<file path="src/rtl/sorted_key_record_table_macros.svh">
// assertion macros for the sorted key record table
// no dependencies; included by the modules that carry assertions
`ifndef SORTED_KEY_RECORD_TABLE_MACROS_SVH
`define SORTED_KEY_RECORD_TABLE_MACROS_SVH

`ifndef SYNTHESIS
`define SKRT_ASSERT_NOW(label, clk, rst_n, ante, cons) \
    label: assert property (@(posedge clk) disable iff (!rst_n) (ante) |-> (cons)) \
        else $error("skrt assertion failed");
`define SKRT_ASSERT_NEXT(label, clk, rst_n, ante, cons) \
    label: assert property (@(posedge clk) disable iff (!rst_n) (ante) |=> (cons)) \
        else $error("skrt assertion failed");
`else
`define SKRT_ASSERT_NOW(label, clk, rst_n, ante, cons)
`define SKRT_ASSERT_NEXT(label, clk, rst_n, ante, cons)
`endif

`endif

</file>
<file path="src/rtl/skrt_pkg.sv">
// shared types and constants for the sorted key record table
// no dependencies; used by skrt_cell and sorted_key_record_table
package skrt_pkg;

    localparam int CAPACITY = 64;
    localparam int CNT_W    = $clog2(CAPACITY + 1);
    localparam int POS_W    = 7;
    localparam int KEY_W    = 32;
    localparam int PAGE_W   = 31;
    localparam int SLOT_W   = 16;

    localparam logic [1:0] KIND_INSERT = 2'd0;
    localparam logic [1:0] KIND_LOCATE = 2'd1;
    localparam logic [1:0] KIND_READ   = 2'd2;

    localparam logic [1:0] ST_OK    = 2'd0;
    localparam logic [1:0] ST_FULL  = 2'd1;
    localparam logic [1:0] ST_NOKEY = 2'd2;
    localparam logic [1:0] ST_NOREC = 2'd3;

    typedef enum logic [2:0] {
        S_IDLE = 3'b001,
        S_CMP  = 3'b010,
        S_OUT  = 3'b100
    } skrt_state_t;

    typedef struct packed {
        logic signed [KEY_W-1:0] key;
        logic [PAGE_W-1:0]       page;
        logic [SLOT_W-1:0]       slot;
    } skrt_entry_t;

    typedef struct packed {
        logic        ins;
        skrt_entry_t data;
    } skrt_op_t;

    typedef struct packed {
        logic occ;
        logic at_end;
        logic rd_sel;
    } skrt_cell_ctl_t;

endpackage

</file>
<file path="src/rtl/skrt_cell.sv">
// one slot of the sorted row: holds a pair, compares it, shifts from its neighbor
// depends on skrt_pkg
module skrt_cell (
    input  logic                    clk,
    input  skrt_pkg::skrt_op_t      op,
    input  skrt_pkg::skrt_cell_ctl_t ctl,
    input  skrt_pkg::skrt_entry_t   prev_entry,
    input  logic                    prev_take,
    output logic                    take,
    output skrt_pkg::skrt_entry_t   entry,
    output skrt_pkg::skrt_entry_t   rd_entry
);

    skrt_pkg::skrt_entry_t entry_reg;
    skrt_pkg::skrt_entry_t entry_next;

    assign take     = ctl.occ && ($signed(op.data.key) <= $signed(entry_reg.key));
    assign entry    = entry_reg;
    assign rd_entry = ctl.rd_sel ? entry_reg : '0;

    always_comb
    begin
        entry_next = entry_reg;
        if (op.ins)
        begin
            if (prev_take)
            begin
                entry_next = prev_entry;
            end
            else if (take || ctl.at_end)
            begin
                entry_next = op.data;
            end
        end
    end

    always_ff @(posedge clk)
    begin
        entry_reg <= entry_next;
    end

endmodule

</file>
<file path="config.mk">
export PLATFORM = sky130hd
export DESIGN_NAME = skrt_cell
export DESIGN_NICKNAME = d
export VERILOG_FILES = /design/src/rtl/sorted_key_record_table_macros.svh /design/src/rtl/skrt_pkg.sv /design/src/rtl/skrt_cell.sv
export SDC_FILE = /design/constraint.sdc
export NUM_CORES = 1
export LEC_CHECK = 0
export BUFFER_PORTS_ARGS = -buffer_cell sky130_fd_sc_hd__buf_2
export CELL_PAD_IN_SITES_DETAIL_PLACEMENT = 2
export CELL_PAD_IN_SITES_GLOBAL_PLACEMENT = 2
export CORE_UTILIZATION = 26
export DETAILED_ROUTE_END_ITERATION = 8
export PLACE_DENSITY_LB_ADDON = 0.1
export SYNTH_ARGS = -nofsm -noshare
export SYNTH_HDL_FRONTEND = slang
export SYNTH_SLANG_ARGS = --single-unit
</file>
<file path="constraint.sdc">
create_clock -name clk -period 6.9 [get_ports clk]
set_input_delay 1.38 -clock clk [delete_from_list [all_inputs] [get_ports clk]]
set_output_delay 1.38 -clock clk [all_outputs]
set_load 0.1 [all_outputs]
</file>
## Word-level counts from Yosys, hierarchy flattened

Index checks and enable logic that the tools add are counted.

| storage, ports and cells | value |
|---|---|
| flip-flop bits (word level) | 79 |
| input bits | 164 |
| output and inout port bits | 159 |

| operators by class | value |
|---|---|
| magnitude comparators | 1 |
| mux-type cells | 3 |
| reduce and logical (&&, ||, !) cells | 4 |

Operator list:

| cell | number |
|---|---|
| 79-bit 2-to-1 mux | 3 |
| 32-bit less-or-equal comparator | 1 |
| 2-bit AND reduction | 1 |
| 2-bit nonzero test | 1 |
| 1-bit logical AND | 1 |
| 1-bit logical OR | 1 |

## Depth between registers and ports, before layout

| logic depth | value |
|---|---|
| depth in word-level cells | 5 |
| depth in mapped cells | 8 |
| mapped depth without buffers | 8 |

## Worst setup path after synthesis

No wires, ideal clock.

| path | value |
|---|---|
| kind | input-to-reg |
| start | input op[61] (netlist bit) |
| end | register entry_reg (netlist bit entry[0]), enable pin |
| setup time | 0.451 ns |
| arrival | 5.413 ns |
| path slack | 1.036 ns |
| cell stages on the path | 7 |
| buffers on the path | 0 |
| cell sequence | ha_1 > a21oi_1 > nand2_1 > a22o_1 > o41a_1 > o221ai_2 > o31a_1 |

| on the way | value |
|---|---|
| cells in the longest elaborated chain, start to end | 5 |

Ends and longest elaborated chain:

| item | RTL line | source |
|---|---|---|
| from (decl) | skrt_cell.sv:5 | `input skrt_pkg::skrt_op_t op,` |
| 32-bit less-or-equal comparator | skrt_cell.sv:17 | `assign take = ctl.occ && ($signed(op.data.key) <= $signed(entry_reg.key));` |
| 1-bit logical AND | skrt_cell.sv:17 |  |
| net take | skrt_cell.sv:9 | `output logic take,` |
| 1-bit logical OR | skrt_cell.sv:30 | `else if (take \|\| ctl.at_end)` |
| 2-bit nonzero test (no source line) | - |  |
| 2-bit AND reduction (no source line) | - |  |
| to (signal assigned) | skrt_cell.sv:39 | `entry_reg <= entry_next;` |
| to (decl) | skrt_cell.sv:14 | `skrt_pkg::skrt_entry_t entry_reg;` |

The timed path passes the listed nets, and every way through them passes these cells.
A chain may end at the register's enable or synchronous reset.

## Worst setup path in the final report

| path | value |
|---|---|
| start | input op[48] (netlist bit) |
| end | output take |

| on the way | value |
|---|---|
| cells in the longest elaborated chain, start to end | 2 |

Ends and longest elaborated chain:

| item | RTL line |
|---|---|
| 32-bit less-or-equal comparator | skrt_cell.sv:17 |
| 1-bit logical AND | skrt_cell.sv:17 |
| to (decl) | skrt_cell.sv:9 |

No other way between the ends.

==> summary.txt <==
I/O pin count = 323
Cts hold-fix bufs = 0
CTS resizes = 0
Cell count after placement = 902
Clock slew at reported path FFs = 0.07 ns
Area of the mapped netlist = 4690 sq um
Starting density of the core = 26.8%
Via count = 4,179
Initial antenna violation count = 2
Post-synth top area share = 50.6%
Max IR drop VDD = 0.115 mV
Post-CTS setup repair buffer count = 0
Die Y = 136 um
Static leakage = 3.28 nW
Cell variety after synth = 31
Reg area = 2370 sq um
Multi-input logic area = 2110 sq um
Final setup vio count = 0
Tot Pwr = 1.82 mW
CTS Buffer Depth = 2
Gr usage total = 17.8%
Fraction of layout cells with a size suffix above 1 = 58.4%
NetSw = 0.817 mW
Routability cong. = 0.716
Sw Share = 44.9%
Power Density = 267 nW/um^2
Nets = 884
Clock Latency Late Sink = 0.35 ns
Final Max Tran Viols = 0
Net count after synthesis = 566
Final min period = 4.71 ns
CTS tree = yes
PnR worst setup slack = 2.19 ns
Final Instance Count excl. Fillers = 920
Largest net degree at the start of global routing = 80
Initial DRC count = 93
Depth of the CTS H-tree = 3
Final ANT Viol Nets = 0
Fmax = 213 MHz
Avg Synthesized Cell Area = 12.7 sq um
Inserted Clock Buffers = 9
Hold WS = 1.31 ns
Filler cell count = 1,950
Row cnt = 48
Top post-synthesis cells by area = edfxtp_1, mux2_2, and2_1
Total congestion overflow = 0
Status = finished clean
Max reg flops = 79
Number of port buffers = 322
Setup TNS = 0 ns
Hpwl dp = 13.0 mm
CP Launch Type = input pin
Clk_skew = 0.00913 ns
Min-delay worst type = in2reg
RSZ-0062 raised after global routing = false
Seq pwr share = 32.8%
FF+latch count, synth = 79
Clock sinks = 79
Core Region = 17,500 sq um
Area leader, netlist = edfxtp_1
DRT Pass-1 Iters = 4
Dpl ws = 2.17 ns
First-pass GRT wire length = 24.5 mm
Critical setup path kind = in2out
DIE AREA = 18,600 sq um
Post-synthesis sequential area ratio = 50.6%
Root buffer cell = clkbuf_16
Critical Path AT = 3.33 ns
WP data required = 5.52 ns
Synth-to-Final Area Change = 45.4%
DR vias/cell = 4.54
WL final = 16.6 mm
Internal = 1.00 mW
Routed WL per cell = 18.1 um
Tcrit/Tclk final = 68.2%
Die width = 136 um
MaxCap Viol Count = 0
Clock network power share = 27.2%
Critical-path maximum fanout = 2
Synth warn = 0
Slew margin rel. = 23.6%
Vias in the first global route = 4,590
Post-route DRC = 0
Critical path endpoint category = primary output
Fin. Hold Viols = 0
Cells after Synth = 370
Combinational Power Share = 40.0%
Worst slew pin tran = 1.15 ns
cells in the mapped netlist:
| master | instances |
|---|---|
| a2111oi_1 | 1 |
| a21o_1 | 2 |
| a21oi_1 | 12 |
| a221oi_1 | 1 |
| a22o_1 | 1 |
| and2_1 | 79 |
| buf_12 | 1 |
| buf_6 | 1 |
| clkbuf_1 | 15 |
| edfxtp_1 | 79 |
| ha_1 | 32 |
| inv_1 | 32 |
| mux2_1 | 16 |
| mux2_2 | 62 |
| nand2_1 | 6 |
| nand3_1 | 4 |
| nand4_1 | 9 |
| nor2_1 | 2 |
| nor2b_1 | 1 |
| nor3_1 | 1 |
| nor4_2 | 1 |
| o2111ai_1 | 1 |
| o211a_1 | 1 |
| o211ai_1 | 1 |
| o21a_1 | 1 |
| o21a_2 | 1 |
| o21ai_0 | 3 |
| o221ai_2 | 1 |
| o31a_1 | 1 |
| o41a_1 | 1 |
| or2b_1 | 1 |
worst paths after layout:
kind	to	cells past startpoint	from	slack, ns
max	take	8	op[48]	2.19
min reg2reg	entry[63]	6	entry[78]	1.98
min	entry[14]	2	op[14]	1.31
max reg2reg	entry[51]	9	entry[48]	3.70
layout make-up:
class / instances / area share, %
Tap cell: 225 / 4.13
Multi-Input combinational cell: 242 / 30.9
Antenna cell: 2 / 0.0735
Clock buffer: 10 / 3.36
Timing Repair Buffer: 324 / 23.9
Sequential cell: 79 / 34.8
Clock inverter: 6 / 0.992
Inverter: 32 / 1.76
cells in the final DEF, fill, tap and decap left out, types with 2 or more instances in the layout:
cell type and instances:
nand3_1 4, clkinvlp_4 2, diode_2 2, inv_1 32
o21ai_0 3, buf_2 321, clkbuf_16 9, and2_1 79
mux2_2 62, a21o_1 2, a21oi_1 12, nor2_1 2
nand2_1 6, edfxtp_1 79, nand4_1 9, inv_6 2
buf_4 3, ha_1 32, mux2_1 16
worst max-delay path, stage by stage:
cell and delay (ns):
buf_2 0.11, ha_1 0.31, nor2b_1 0.14, o211ai_1 0.19, a2111oi_1 0.11, o41a_1 0.39, o221ai_2 0.21, buf_2 0.47
routing by layer:
metal | global-route usage (%) | part of all wire [%] | vias up
met3 | 6.75 | 8.4 | 11
li1 | - | - | 1968
met2 | 33.5 | 54 | 178
met5 | 0 | 0 | -
met1 | 18.2 | 37 | 2022
met4 | 4.26 | 1.2 | 0
power by group through the flow:
| stage | logic, mW | clock network [mW] | registers, mW |
|---|---|---|---|
| 6_report | 0.728 | 0.495 | 0.597 |
| 5_1_grt | 0.761 | 0.529 | 0.602 |
| 4_1_cts | 0.737 | 0.513 | 0.598 |
| 3_5_place_dp | 0.734 | 0 | 0.608 |
| 3_3_place_gp | 0.727 | 0 | 0.607 |
| 2_1_floorplan | 0.341 | 0 | 0.852 |
cell families after synthesis:
logic type / Yosys count / synth area share, %
mux: 78 / 18.7
compound gates: 28 / 4.17
simple gates: 104 / 13.5
flops: 79 / 50.6
fa+ha+maj: 32 / 8.54
buf+inv: 49 / 4.43
metrics by stage:
stage          utilization (%)  cell area [sq um]
2_1_floorplan                -               4690
3_3_place_gp              37.2               6510
3_5_place_dp              37.2               6510
4_1_cts                   38.9               6810
5_1_grt                   39.0               6810
6_report                  39.0               6810
(Power assumes the default switching activity.)
